<file path="src/rtl/core/u16cim_pkg.sv">
// Shared constants, types and helpers for the UTF-16 composition index mapper.
`timescale 1ns / 1ps

package u16cim_pkg;

    // Largest number of code units kept per composition; more saturate.
    localparam int MAX_UNITS = 256;
    localparam int CNT_W     = $clog2(MAX_UNITS + 1);

    // Fixed field widths of the interface.
    localparam int UNIT_W    = 16;
    localparam int ATTR_W    = 8;
    localparam int CARET_W   = 9;
    localparam int POINT_W   = 9;
    localparam int SEL_END_W = 8;
    localparam int CFG_IDX_W = 1;

    // Common width for comparing counters against the caret and output fields.
    localparam int EXT_W = (CNT_W > CARET_W) ? CNT_W : CARET_W;

    // Surrogate ranges.
    localparam logic [UNIT_W-1:0] HIGH_SURR_FIRST = 16'hD800;
    localparam logic [UNIT_W-1:0] HIGH_SURR_LAST  = 16'hDBFF;
    localparam logic [UNIT_W-1:0] LOW_SURR_FIRST  = 16'hDC00;
    localparam logic [UNIT_W-1:0] LOW_SURR_LAST   = 16'hDFFF;

    // Target run tracking.
    localparam logic [1:0] RUN_NONE = 2'd0;
    localparam logic [1:0] RUN_OPEN = 2'd1;
    localparam logic [1:0] RUN_DONE = 2'd2;

    // Configuration register indexes.
    localparam logic [CFG_IDX_W-1:0] CFG_TARGET_A = 1'b0;
    localparam logic [CFG_IDX_W-1:0] CFG_TARGET_B = 1'b1;

    localparam logic [ATTR_W-1:0] TARGET_A_RESET = 8'd1;
    localparam logic [ATTR_W-1:0] TARGET_B_RESET = 8'd3;

    typedef struct packed {
        logic [UNIT_W-1:0]  code_unit;
        logic [ATTR_W-1:0]  attr;
        logic               attr_valid;
        logic [CARET_W-1:0] caret;
        logic               has_unit;
        logic               is_last;
    } t_item;

    typedef struct packed {
        logic [POINT_W-1:0]   code_point_count;
        logic [POINT_W-1:0]   caret_point;
        logic                 sel_found;
        logic [POINT_W-1:0]   sel_begin;
        logic [SEL_END_W-1:0] sel_end;
        logic                 overflow;
    } t_result;

    typedef struct packed {
        logic [ATTR_W-1:0] target_a;
        logic [ATTR_W-1:0] target_b;
    } t_cfg;

    function automatic logic [EXT_W-1:0] ext_cnt(input logic [CNT_W-1:0] v);
        return EXT_W'(v);
    endfunction

    function automatic logic [EXT_W-1:0] ext_caret(input logic [CARET_W-1:0] v);
        return EXT_W'(v);
    endfunction

endpackage

</file>
<file path="src/rtl/core/u16cim_in_reg.sv">
// Input register stage: holds one request for the tracking logic.
`timescale 1ns / 1ps

module u16cim_in_reg import u16cim_pkg::*; (
    input  logic  i_clk,
    input  logic  i_rst_n,
    input  logic  i_valid,
    output logic  o_ready,
    input  t_item i_item,
    input  logic  i_adv,
    output logic  o_item_valid,
    output t_item o_item
);

    logic  r_valid;
    t_item r_item;

    // Free when empty or when the held request moves on this cycle.
    assign o_ready      = !r_valid || i_adv;
    assign o_item_valid = r_valid;
    assign o_item       = r_item;

    always_ff @(posedge i_clk) begin
        if (!i_rst_n) begin
            r_valid <= 1'b0;
        end else if (i_valid && o_ready) begin
            r_valid <= 1'b1;
        end else if (i_adv) begin
            r_valid <= 1'b0;
        end
    end

    always_ff @(posedge i_clk) begin
        if (i_valid && o_ready) begin
            r_item <= i_item;
        end
    end

endmodule

</file>
<file path="src/rtl/core/u16cim_track.sv">
// Per-composition running state and the result computed from it.
`timescale 1ns / 1ps

module u16cim_track import u16cim_pkg::*; (
    input  logic    i_clk,
    input  logic    i_rst_n,
    input  t_item   i_item,
    input  logic    i_adv,
    input  t_cfg    i_cfg,
    output t_result o_result
);

    logic [CNT_W-1:0]   r_unit_count, n_unit_count;
    logic [CNT_W-1:0]   r_points, n_points;
    logic               r_pending, n_pending;
    logic [CARET_W-1:0] r_caret, n_caret;
    logic [CNT_W-1:0]   r_pbc, n_pbc;
    logic [1:0]         r_phase, n_phase;
    logic [CNT_W-1:0]   r_run_start, n_run_start;
    logic [CNT_W-1:0]   r_run_end, n_run_end;
    logic               r_ovf, n_ovf;

    logic               take;
    logic               is_high;
    logic               is_low;
    logic               target;
    logic [CNT_W-1:0]   idx;
    logic [CNT_W-1:0]   total;
    logic [CNT_W-1:0]   cursor;
    logic [CNT_W-1:0]   cap;
    logic [CNT_W-1:0]   sel_s;
    logic [CNT_W-1:0]   sel_e;
    logic [EXT_W-1:0]   total_x;
    logic [EXT_W-1:0]   cursor_x;
    logic [EXT_W-1:0]   sel_s_x;
    logic [EXT_W-1:0]   sel_e_x;

    assign is_high = (i_item.code_unit >= HIGH_SURR_FIRST) &&
                     (i_item.code_unit <= HIGH_SURR_LAST);
    assign is_low  = (i_item.code_unit >= LOW_SURR_FIRST) &&
                     (i_item.code_unit <= LOW_SURR_LAST);
    assign target  = i_item.attr_valid &&
                     ((i_item.attr == i_cfg.target_a) || (i_item.attr == i_cfg.target_b));
    assign take    = i_item.has_unit && (r_unit_count < CNT_W'(MAX_UNITS));
    // A waiting high surrogate not completed by this unit closes as a lone point.
    assign idx     = (r_pending && !is_low) ? (r_points + CNT_W'(1)) : r_points;

    always_comb begin
        n_unit_count = r_unit_count;
        n_points     = r_points;
        n_pending    = r_pending;
        n_caret      = (r_unit_count == '0) ? i_item.caret : r_caret;
        n_pbc        = r_pbc;
        n_phase      = r_phase;
        n_run_start  = r_run_start;
        n_run_end    = r_run_end;
        n_ovf        = r_ovf | (i_item.has_unit && !take);

        if (take) begin
            if (r_pending && is_low) begin
                n_points  = r_points + CNT_W'(1);
                n_pending = 1'b0;
            end else begin
                n_points  = is_high ? idx : (idx + CNT_W'(1));
                n_pending = is_high;
            end

            if (ext_cnt(r_unit_count) == ext_caret(n_caret)) begin
                n_pbc = idx;
            end

            if (target) begin
                if (r_phase == RUN_NONE) begin
                    n_phase     = RUN_OPEN;
                    n_run_start = idx;
                    n_run_end   = idx;
                end else if (r_phase == RUN_OPEN) begin
                    n_run_end = idx;
                end
            end else if (r_phase == RUN_OPEN) begin
                n_phase = RUN_DONE;
            end

            n_unit_count = r_unit_count + CNT_W'(1);
        end
    end

    // Result view of the updated state; only used on the closing request.
    always_comb begin
        total  = n_points + CNT_W'(n_pending);
        cursor = (ext_caret(n_caret) >= ext_cnt(n_unit_count)) ? total : n_pbc;
        if (cursor > total) begin
            cursor = total;
        end
        cap   = (total == '0) ? '0 : (total - CNT_W'(1));
        sel_s = '0;
        sel_e = '0;
        if (n_phase != RUN_NONE) begin
            sel_s = n_run_start;
            sel_e = (n_run_end < n_run_start) ? n_run_start : n_run_end;
            if (sel_s > total) begin
                sel_s = total;
            end
            if (sel_e > cap) begin
                sel_e = cap;
            end
        end
    end

    assign total_x  = ext_cnt(total);
    assign cursor_x = ext_cnt(cursor);
    assign sel_s_x  = ext_cnt(sel_s);
    assign sel_e_x  = ext_cnt(sel_e);

    assign o_result.code_point_count = total_x[POINT_W-1:0];
    assign o_result.caret_point      = cursor_x[POINT_W-1:0];
    assign o_result.sel_found        = (n_phase != RUN_NONE);
    assign o_result.sel_begin        = sel_s_x[POINT_W-1:0];
    assign o_result.sel_end          = sel_e_x[SEL_END_W-1:0];
    assign o_result.overflow         = n_ovf;

    always_ff @(posedge i_clk) begin
        if (!i_rst_n) begin
            r_unit_count <= '0;
            r_points     <= '0;
            r_pending    <= 1'b0;
            r_caret      <= '0;
            r_pbc        <= '0;
            r_phase      <= RUN_NONE;
            r_run_start  <= '0;
            r_run_end    <= '0;
            r_ovf        <= 1'b0;
        end else if (i_adv) begin
            if (i_item.is_last) begin
                r_unit_count <= '0;
                r_points     <= '0;
                r_pending    <= 1'b0;
                r_caret      <= '0;
                r_pbc        <= '0;
                r_phase      <= RUN_NONE;
                r_run_start  <= '0;
                r_run_end    <= '0;
                r_ovf        <= 1'b0;
            end else begin
                r_unit_count <= n_unit_count;
                r_points     <= n_points;
                r_pending    <= n_pending;
                r_caret      <= n_caret;
                r_pbc        <= n_pbc;
                r_phase      <= n_phase;
                r_run_start  <= n_run_start;
                r_run_end    <= n_run_end;
                r_ovf        <= n_ovf;
            end
        end
    end

endmodule

</file>
<file path="src/rtl/core/u16cim_out_reg.sv">
// Output register stage: holds one result until the consumer takes it.
`timescale 1ns / 1ps

module u16cim_out_reg import u16cim_pkg::*; (
    input  logic    i_clk,
    input  logic    i_rst_n,
    input  logic    i_load,
    input  t_result i_result,
    input  logic    i_ready,
    output logic    o_free,
    output logic    o_valid,
    output t_result o_result
);

    logic    r_valid;
    t_result r_result;

    assign o_free   = !r_valid || i_ready;
    assign o_valid  = r_valid;
    assign o_result = r_result;

    always_ff @(posedge i_clk) begin
        if (!i_rst_n) begin
            r_valid <= 1'b0;
        end else if (i_load) begin
            r_valid <= 1'b1;
        end else if (i_ready) begin
            r_valid <= 1'b0;
        end
    end

    always_ff @(posedge i_clk) begin
        if (i_load) begin
            r_result <= i_result;
        end
    end

endmodule

</file>
<file path="src/rtl/core/utf16_composition_index_mapper_unit.sv">
// Top level of the UTF-16 composition index mapper.
`timescale 1ns / 1ps

// Takes one UTF-16 code unit per request and, on the request flagged is_last,
// returns one result: code point count, caret as a code point index, the first
// run of target-attribute units as an inclusive code point range, and an
// overflow flag for compositions longer than MAX_UNITS units. Throughput is one
// request per clock unless a result is held waiting for i_ready: the running
// counters update with a single increment and compare per unit. A request is
// captured in the input register at its accepting edge; a closing request's
// result is then loaded into the output register, which raises o_valid. A
// non-final request never waits on the output side. While a finished result
// waits for i_ready, one closing request can still be taken into the input
// register; after that o_ready drops until the result register frees up. Target
// codes are written through i_cfg_we/i_cfg_idx/i_cfg_data and must only change
// while no request is in flight. State returns to its reset values after each result.

module utf16_composition_index_mapper_unit import u16cim_pkg::*; (
    input  logic                 i_clk,
    input  logic                 i_rst_n,
    // configuration
    input  logic                 i_cfg_we,
    input  logic [CFG_IDX_W-1:0] i_cfg_idx,
    input  logic [ATTR_W-1:0]    i_cfg_data,
    // request channel
    input  logic                 i_valid,
    output logic                 o_ready,
    input  logic [UNIT_W-1:0]    i_code_unit,
    input  logic [ATTR_W-1:0]    i_attr,
    input  logic                 i_attr_valid,
    input  logic [CARET_W-1:0]   i_caret,
    input  logic                 i_has_unit,
    input  logic                 i_is_last,
    // result channel
    output logic                 o_valid,
    input  logic                 i_ready,
    output logic [POINT_W-1:0]   o_code_point_count,
    output logic [POINT_W-1:0]   o_caret_point,
    output logic                 o_sel_found,
    output logic [POINT_W-1:0]   o_sel_begin,
    output logic [SEL_END_W-1:0] o_sel_end,
    output logic                 o_overflow
);

    t_cfg    r_cfg;
    t_item   in_item;
    t_item   held_item;
    logic    held_valid;
    logic    out_free;
    logic    adv;
    t_result calc_result;
    t_result out_result;

    // Target code registers.
    always_ff @(posedge i_clk) begin
        if (!i_rst_n) begin
            r_cfg.target_a <= TARGET_A_RESET;
            r_cfg.target_b <= TARGET_B_RESET;
        end else if (i_cfg_we) begin
            unique case (i_cfg_idx)
                CFG_TARGET_A: r_cfg.target_a <= i_cfg_data;
                CFG_TARGET_B: r_cfg.target_b <= i_cfg_data;
            endcase
        end
    end

    assign in_item.code_unit  = i_code_unit;
    assign in_item.attr       = i_attr;
    assign in_item.attr_valid = i_attr_valid;
    assign in_item.caret      = i_caret;
    assign in_item.has_unit   = i_has_unit;
    assign in_item.is_last    = i_is_last;

    // A held request retires this cycle unless it needs the result register
    // and that register is still occupied.
    assign adv = held_valid && (!held_item.is_last || out_free);

    u16cim_in_reg u_in_reg (
        .i_clk        (i_clk),
        .i_rst_n      (i_rst_n),
        .i_valid      (i_valid),
        .o_ready      (o_ready),
        .i_item       (in_item),
        .i_adv        (adv),
        .o_item_valid (held_valid),
        .o_item       (held_item)
    );

    u16cim_track u_track (
        .i_clk    (i_clk),
        .i_rst_n  (i_rst_n),
        .i_item   (held_item),
        .i_adv    (adv),
        .i_cfg    (r_cfg),
        .o_result (calc_result)
    );

    u16cim_out_reg u_out_reg (
        .i_clk    (i_clk),
        .i_rst_n  (i_rst_n),
        .i_load   (adv && held_item.is_last),
        .i_result (calc_result),
        .i_ready  (i_ready),
        .o_free   (out_free),
        .o_valid  (o_valid),
        .o_result (out_result)
    );

    assign o_code_point_count = out_result.code_point_count;
    assign o_caret_point      = out_result.caret_point;
    assign o_sel_found        = out_result.sel_found;
    assign o_sel_begin        = out_result.sel_begin;
    assign o_sel_end          = out_result.sel_end;
    assign o_overflow         = out_result.overflow;

endmodule

</file>
<file path="config.mk">
export PLATFORM = sky130hd
export DESIGN_NAME = utf16_composition_index_mapper_unit
export DESIGN_NICKNAME = d
export VERILOG_FILES = /design/src/rtl/core/u16cim_pkg.sv /design/src/rtl/core/u16cim_in_reg.sv /design/src/rtl/core/u16cim_track.sv /design/src/rtl/core/u16cim_out_reg.sv /design/src/rtl/core/utf16_composition_index_mapper_unit.sv
export SDC_FILE = /design/constraint.sdc
export NUM_CORES = 1
export LEC_CHECK = 0
export BUFFER_PORTS_ARGS = -buffer_cell sky130_fd_sc_hd__buf_2
export CAP_MARGIN = 40
export CORE_MARGIN = 1.5
export CORE_UTILIZATION = 60
export DETAILED_ROUTE_END_ITERATION = 7
export PLACE_DENSITY = 0.82
export SLEW_MARGIN = 20
export SYNTH_ARGS = -nofsm -noshare
export SYNTH_HDL_FRONTEND = slang
export SYNTH_SLANG_ARGS = --single-unit
</file>
<file path="constraint.sdc">
create_clock -name i_clk -period 8.9 [get_ports i_clk]
set_clock_uncertainty 0.15 [all_clocks]
set_input_delay 0.89 -clock i_clk [delete_from_list [all_inputs] [get_ports i_clk]]
set_output_delay 0.89 -clock i_clk [all_outputs]
set_load 0.1 [all_outputs]
</file>
==> impl_results.md, run 1 <==
- Wire length on met2: roughly 9400 um
- Synth-to-layout area growth: 13.42%
- Area occupied by multi-input gates: around 4900 sq um
- Commonest non-fill, non-tap cell in the layout: nand2_1
- Clk Latency, worst-skew pair: around 0.43 ns
- WL final: between 15000 and 20000 um
- Post-CTS Resized: 0
- Sequential element share of the synthesized area: 39.38%
- First-pass GRT wire length: 32010 um
- Crit path kind: reg2reg
- Total gr overflow: 0
- Hold crit path type: reg2reg
- Share of layout cells above drive strength 1: between 15 and 20%
- Initial antenna violation count: 0
- Core area: ~14000 sq um
- Htree depth: 4
- Router iterations before antenna repair: 5
- Min cycle time layout: 7.340 ns
- Clk slew on worst S/H paths: 0.06 ns
- Crit end category: register
- Die H: between 100 and 150 um
- CP max FO: 9
- Mapped cell area: 8668 sq um
- Die ar.: 15180 sq um
- Tcrit/Tclk final: 82.47%
- Routability cong.: approximately 0.95
- R2R setup slack: around 1.6 ns
- Metal3 WL: ~1200 um
- Filler Cells Inserted: about 1100
- Uppermost routed layer: met4
- Hold Violations, Final: 0
- Routed wire length per instance: 16.97 um
- Via count: slightly below 7000
- First DRT Iteration DRCs: 528
- P per Cell Area: around 170 nW/um^2
- Top_reg_cell synth: dfxtp_1
- Crit path launch type: register
- Setup TNS: 0 ns
- Status: finished, final reports clean
- Starting Density: about three fifths
- Clock root buffer: clkbuf_16
- Pin count of the biggest net entering global routing: 75
- Yosys warning total: 0
- Number of post-CTS setup repair buffers: 0
- Final setup viols: 0
- Mapped Cells: slightly above 900
- ANT cells: 0
- Io pins: 89
- FF/Latch Area: between 3000 and 4000 sq um
- Nets: 1075
- Routed Antenna Nets: 0
- Leakage power: between 4 and 5 nW
- Post-Syn Nets: slightly above 1000
- Worst Tran Pin Value: 0.8055 ns
- Maxcap violations: 0
- Port bufs: ~80
- Worst path max stage delay: roughly 0.5 ns
- CTS tree: yes
- Library cells used by synthesis: 74
- Yosys reg bits: between 100 and 150
- Met1 WL: around 8500 um
- Crit path DAT: between 7 and 8 ns
- # DRC: 0
- Slew margin rel.: 46.22%
- Final core occ: between 70% and 80%
- CTS Buf Count: 17
- RSZ-0062 raised after global routing: no
- Number of global-route vias before repair: roughly 6600
- Dpl hpwl: ~14000 um
- Width of the die: ~120 um
- CP max stage cell: o21a_1
- Most frequent cells in the layout: nand2_1 (96), buf_2 (80), dfxtp_1 (76)
- Via density: roughly 5.9
- Worst VDD drop: about 0.00013 V
- Fmax: between 100 and 150 MHz
- Number of synthesized flops with an enable pin: 63
- Hold buffer count at cts: 0
- Clock Tree Buf Depth: 2
- Row cnt: 43
- Async S/R FF share, synth: 0%
- Slew Viols, Final: 0
- Worst EP required: slightly below 9 ns
- Clock sinks: 139
- CP most frequent cell: a21o_1
- Syn_area_per_cell: 9.474 sq um
- GRT Overall Usage: a little over a quarter
worst paths after layout:
kind	startpoint	cells after the start	end
min	r_cfg[6]	2	r_cfg[6]
max	u_track.r_unit_count[0]	28	u_out_reg.o_result[20]
max reg2reg	u_track.r_unit_count[0]	28	u_out_reg.o_result[20]
min reg2reg	r_cfg[6]	2	r_cfg[6]
critical path: cells and delay by family (launching register included):
family / cells / cell delay (ns)
fa+ha+maj: 3 / 0.80
compound gates: 15 / 3.35
flops: 1 / 0.44
buf+inv: 2 / 0.39
simple gates: 5 / 0.85
mux: 3 / 1.09
stage by stage:
stage	std cells	setup WS [ns]	power (W)	hold WS (ns)	cell area [sq um]
4_1_cts	1162	1.567	0.001627	0.3284	9808
2_1_floorplan	915	2.518	0.0008372	0.2886	8668
3_3_place_gp	1128	1.633	0.0008731	0.3059	9126
6_report	1165	1.560	0.001623	0.3261	9832
5_1_grt	1165	1.139	0.001671	0.3556	9832
3_5_place_dp	1131	1.687	0.0008787	0.3118	9174
logic make-up (layout without fill, tap and decap cells):
family	Yosys count	after routing	synth area share, %
buffers and inverters	96	166	4.633
muxes	72	72	8.531
adders and majority gates	52	52	7.506
AOI/OAI and AO/OA	192	192	15.65
xor gates and xnor gates	51	51	5.326
DFF	139	139	39.38
and+or+nand+nor	313	313	18.98
power by group:
group	switching (W)	total [W]	internal, W
Clock	0.000278	0.000753	0.000474
Combinational	0.000111	0.000175	0.0000648
Sequential	0.0000110	0.000695	0.000684
Total	0.000400	0.00162	0.00122
cells in the mapped netlist (3+ instances only):
master	number	area share, %
xor2_1	12	1.2
o21a_1	22	1.9
o221ai_1	3	0.30
nor2_1	48	2.1
inv_1	42	1.8
a31oi_1	5	0.36
mux2i_1	57	6.6
ha_1	52	7.5
buf_1	4	0.17
and4_1	4	0.40
a21boi_0	14	1.2
buf_2	10	0.58
o32ai_1	4	0.40
or4_1	4	0.35
dfxtp_1	76	18
nor3_1	13	0.75
nand3_1	24	1.4
nand2_1	96	4.2
mux2_2	15	1.9
nand2b_1	6	0.43
a21oi_1	28	1.6
o211ai_1	4	0.35
a22o_1	3	0.30
nand4_1	11	0.79
a211oi_1	3	0.26
a21o_1	11	0.95
and3_1	4	0.29
or2_2	10	0.72
edfxtp_1	63	22
xnor2_1	37	3.7
o22ai_1	3	0.22
and2_1	33	2.4
a22oi_1	22	1.9
o2bb2ai_1	6	0.61
o21ai_0	41	2.4
clkbuf_1	34	1.5
o31ai_1	3	0.26
nor4_1	6	0.43
buf_4	3	0.26
nor2b_1	36	2.6
final cells by class:
class / count / area share (%)
Timing Repair Buffer: 92 / 5.307
Clock buffer: 19 / 4.836
Sequential cell: 139 / 34.72
Inverter: 43 / 1.667
Clock inverter: 12 / 1.616
Multi-Input combinational cell: 680 / 49.57
Tap cell: 180 / 2.291
layer usage:
| layer | global-route usage [%] | vias up |
|---|---|---|
| met5 | 0 | - |
| met4 | 13.51 | 0 |
| met3 | 5.397 | 52 |
| met2 | 45.66 | 255 |
| met1 | 34.21 | 3217 |
| li1 | - | 3381 |
state kept, by name (all words and copies together) (netlist names), 9 cells and up:
register / cells
r_cfg: 16
u_in_reg.o_item: 26
u_out_reg.o_result: 37
u_track.r_caret: 9
u_track.r_pbc: 9
u_track.r_points: 9
u_track.r_run_end: 9
u_track.r_run_start: 9
u_track.r_unit_count: 9
No activity file was read; power rests on OpenSTA's default activity.
==> run 2: changes to the inputs <==
- CORE_UTILIZATION: 60 -> 54
- PLACE_DENSITY: 0.82 -> 0.78
- clock period: 8.9 -> 6 ns (I/O delays scaled with it)
==> impl_results.md, run 2 (synthesis results as in run 1) <==
- Slew margin rel.: between 50% and 60%
- ANT cells: 0
- RSZ-0062 raised after global routing: yes
- Router iterations before antenna repair: 5
- Crit path DAT: 5.89 ns
- Terminus of the critical flop-to-flop path: u_out_reg.o_result[1]
- Hold buffer count at cts: 0
- GRT Overall Usage: about a quarter
- R2R setup slack: between 0.1 and 0.15 ns
- Die H: between 100 and 150 um
- Placed insts: 1229
- Synth-to-layout area growth: 20.92%
- Via count: ~7000
- Area occupied by multi-input gates: between 5000 and 6000 sq um
- Final core occ: between 60% and 70%
- Number of cells on the worst reg-to-reg path: 30
- Leakage power: 4.403 nW
- First-pass GRT wire length: 32950 um
- Worst path max stage delay: between 0.4 and 0.5 ns
- Min Hold Slack: 0.1945 ns
- Port bufs: 78
- Die ar.: 16820 sq um
- Clk Latency, worst-skew pair: about 0.43 ns
- Hold EP: u_in_reg.o_item[32]
- Largest register FFs: 37
- Pre-CTS setup slack: -0.03623 ns
- Hold Crit Depth: 1
- Slew Viols, Final: 0
- Min cycle time layout: 5.881 ns
- WL final: 20690 um
- CTS tree: yes
- Starting Density: roughly 55%
- Tcrit/Tclk final: 98.02%
- Number of global-route vias before repair: approximately 6800
- Core area: 15770 sq um
- Routed Antenna Nets: 0
- Crit path kind: reg2reg
- CP most frequent cell: o21a_1
- Critical Path Start: u_in_reg.o_item[12]
- Worst EP required: about 6.0 ns
- FF/Latch Area: approximately 3400 sq um
- Hold Violations, Final: 0
- Routed wire length per instance: 16.35 um
- Routability cong.: around 0.9
- Worst VDD drop: about 0.00021 V
- First DRT Iteration DRCs: about 390
- Share of layout cells above drive strength 1: 24.98%
- CTS Buf Count: 17
- Initial antenna violation count: 0
- P per Cell Area: 221.5 nW/um^2
- Commonest non-fill, non-tap cell in the layout: nand2_1
- Worst Tran Pin Value: between 0.6 and 0.7 ns
- Clock Tree Buf Depth: 2
- Fmax: between 150 and 200 MHz
- Row cnt: between 40 and 50
- Dpl hpwl: approximately 15000 um
- Crit end category: register
- Final setup viols: 0
- R2R Path Start: u_in_reg.o_item[12]
- Most frequent cells in the layout: nand2_1 (95), buf_2 (78), dfxtp_1 (76)
- HP Start: i_code_unit[12]
- Io pins: between 80 and 90
- Fin cells: about 1300
- Clock sinks: 139
- Filler Cells Inserted: approximately 1200
- Status: finished, final reports clean
- CP max FO: 7
- Fin worst setup slack: between 0.1 and 0.15 ns
- CP max stage cell: edfxtp_1
- Via density: approximately 5.7
- Total gr overflow: 0
- Htree depth: 4
- Pin count of the biggest net entering global routing: 75
- Hold crit path type: in2reg
- Clock root buffer: clkbuf_16
- Maxcap violations: 0
- Crit path launch type: register
- # DRC: 0
- Nets: between 1000 and 1500
- Width of the die: roughly 130 um
- Clk slew on worst S/H paths: 0.06 ns
-- run 2: cell count changes in the layout (fill, tap and decap cells not counted), sizes merged --
cell	delta
buf	+63
clkinv	+3
inv	-2
bufinv	-1
clkinvlp	+1
-- run 2: area by class of cell --
type	count	area share (%)
timing repair buffer	155	9.610
tap	216	2.578
clock inverter	13	1.218
clock buffer	19	4.130
inverter	43	1.612
multi-input combinational	680	48.29
sequential	139	32.57
-- run 2: report_power, final --
group          internal [W]  leakage, nW  switching, W
Combinational      0.000114         2.91      0.000173
Sequential          0.00101         1.23     0.0000152
Clock              0.000605        0.268      0.000400
Total               0.00173         4.40      0.000588
-- run 2: layer usage --
layer	part of all wire, %	global-route usage (%)
met5	0	0
met4	2.4	9.020
met3	5.2	4.469
met2	49	43.29
met1	43	31.64
-- run 2: through the flow --
step           area [sq um]  power [W]  setup TNS [ns]
2_1_floorplan          8686   0.001243               0
3_3_place_gp           9656   0.001311         -0.1925
3_5_place_dp           9698   0.001318         -0.1151
4_1_cts               10280   0.002321               0
5_1_grt               10480   0.002398         -0.2755
6_report              10480   0.002321               0
-- run 2: critical path, delay by kind of cell (launching register included) --
family / cells / cell delay, ns
AND/OR/NAND/NOR: 6 / 0.74
AO/OA/AOI/OAI: 16 / 2.67
flip-flops: 1 / 0.43
adder cells (fa/ha/maj): 2 / 0.52
multiplexers: 2 / 0.50
buffers and inverters: 3 / 0.39
XOR/XNOR: 1 / 0.19
-- run 2: timing repair --
item,in CTS,in global routing
pin swaps,0,24
buffers inserted,0,4
endpoints found under the setup margin,9,17
gates resized for setup,3,41
-- run 2: worst max path at each step --
stage / to / slack (ns) / depth (start not counted)
CTS: u_out_reg.o_result[3] / 0.002 / 29
finish: u_out_reg.o_result[1] / 0.12 / 30
detailed placement: u_out_reg.o_result[21] / -0.04 / 29
global placement: u_out_reg.o_result[25] / -0.05 / 29
floorplan: u_out_reg.o_result[3] / 0.04 / 30
global route: u_out_reg.o_result[1] / -0.08 / 30
==> run 3: changes to the inputs <==
- CORE_UTILIZATION: 54 -> 41
- PLACE_DENSITY: 0.78 -> 0.62
==> impl_results.md, run 3 (synthesis results as in run 1) <==
- Commonest non-fill, non-tap cell in the layout: nand2_1
- Clk Latency, worst-skew pair: 0.42 ns
- Sw Ratio: 26.39%
- Leakage power: 4.436 nW
- Placed cell areas: ~9800 sq um
- Synth-to-layout area growth: 23.04%
- Final setup viols: 0
- Sequential share of power: ~43%
- Clock power frac: ~45%
- Clock root buffer: clkbuf_16
- P per Cell Area: about 220 nW/um^2
- Core area: about 21000 sq um
- Routed Antenna Nets: 0
- Router iterations before antenna repair: 7
- Io pins: around 90
- ANT cells: 0
- Fin area: approximately 11000 sq um
- Crit end category: register
- Crit path launch type: register
- # DRC: 0
- Clock Tree Buf Depth: 2
- NetSw: around 0.00063 W
- Via count: between 6000 and 7000
- GRT Overall Usage: 19.38%
- Dpl hpwl: between 15000 and 20000 um
- Starting Density: roughly two fifths
- Crit path kind: reg2reg
- Hold buffer count at cts: 0
- Number of global-route vias before repair: between 6000 and 7000
- CP most frequent cell: o21a_1
- CP max FO: 7
- Most frequent cells in the layout: nand2_1 (95), buf_2 (79), buf_4 (75), dfxtp_1 (75), edfxtp_1 (63)
- Fin worst setup slack: between 0.2 and 0.25 ns
- Routed wire length per instance: approximately 16 um
- Final core occ: 51.06%
- Largest register FFs: 37
- Htree depth: 4
- Share of layout cells above drive strength 1: between 20% and 30%
- Die ar.: 22020 sq um
- Nets: 1145
- First DRT Iteration DRCs: 300
- Worst EP required: ~6 ns
- Routability cong.: around 0.9
- Via density: 5.247
- Worst Tran Pin Value: approximately 0.66 ns
- Width of the die: between 100 and 150 um
- Min Hold Slack: around 0.20 ns
- Clock sinks: about 140
- Worst path max stage delay: ~0.43 ns
- Total gr overflow: 0
- Min cycle time layout: approximately 5.8 ns
- CTS tree: yes
- Hold Violations, Final: 0
- First-pass GRT wire length: 33440 um
- CTS Buf Count: 17
- Combinational group share of total power: approximately an eighth
- Row cnt: 53
- Pint: around 0.0018 W
- Tcrit/Tclk final: 96.23%
- Initial antenna violation count: 0
- Pre-CTS setup slack: -0.07132 ns
- Port bufs: between 70 and 80
- Placed insts: between 1000 and 1500
- Clk slew on worst S/H paths: roughly 0.07 ns
- WL final: approximately 21000 um
- Crit path DAT: ~5.8 ns
- Die H: 148.4 um
- Maxcap violations: 0
- Slew margin rel.: roughly 55%
- Status: finished, final reports clean
- CP max stage cell: edfxtp_1
- Pin count of the biggest net entering global routing: 75
- Slew Viols, Final: 0
- Hold crit path type: in2reg
- Fin cells: ~1300
- Fmax: around 170 MHz
- Worst VDD drop: around 0.00018 V
[run 3: worst max-delay path, delay by kind of cell (launching register included)]
family                   cells  cell delay (ns)
multiplexers                 2             0.64
AO/OA/AOI/OAI               15             2.40
buffers and inverters        4             0.55
adder cells (fa/ha/maj)      2             0.50
flip-flops                   1             0.43
XOR/XNOR                     1             0.21
AND/OR/NAND/NOR              5             0.62
[run 3: layer usage]
metal | part of all wire (%) | global-route usage, % | routed length, um | vias up
li1 | - | - | - | 3521
met4 | 2.0 | 6.436 | 409 | 0
met5 | 0 | 0 | 0 | -
met1 | 47 | 25.96 | 9917 | 3263
met3 | 4.8 | 3.742 | 996 | 27
met2 | 46 | 31.45 | 9624 | 173
[run 3: what timing repair did]
action,4_1_cts,5_1_grt
pin swaps,0,19
setup endpoints to repair,10,17
resized for setup,4,41
cloned,0,1
setup buffers,0,4
hold endpoints to repair,0,0
[run 3: path summary, 6_finish.rpt]
path / depth (start not counted) / startpoint / slack [ns] / endpoint
setup reg to reg: 29 / u_in_reg.o_item[16] / 0.23 / u_out_reg.o_result[1]
hold reg to reg: 2 / r_cfg[5] / 0.33 / r_cfg[5]
setup / recovery: 29 / u_in_reg.o_item[16] / 0.23 / u_out_reg.o_result[1]
hold / removal: 1 / i_attr[6] / 0.20 / u_in_reg.o_item[18]
[run 3: through the flow]
step	TNS [ns]	total power (W)
detailed placement	-0.1822	0.001323
floorplan	0	0.001243
global route	-0.1330	0.002477
finish	0	0.002392
CTS	0	0.002403
global placement	-0.1504	0.001317
[run 3: cell type report]
class	count	area [sq um]
multi-input combinational	680	5069
sequential	139	3415
clock inverter	14	160.2
clock buffer	18	439.2
fill	1938	10220
inverter	43	166.4
tap	275	344.1
timing repair buffer	162	1072
[run 3: power by group through the flow]
stage | Combinational [W] | Clock, W | Sequential [W]
after floorplan | 0.000156 | 0 | 0.00109
after global placement | 0.000269 | 0 | 0.00105
after detailed placement | 0.000275 | 0 | 0.00105
after CTS | 0.000277 | 0.00110 | 0.00103
after global routing | 0.000311 | 0.00114 | 0.00103
final | 0.000287 | 0.00108 | 0.00103
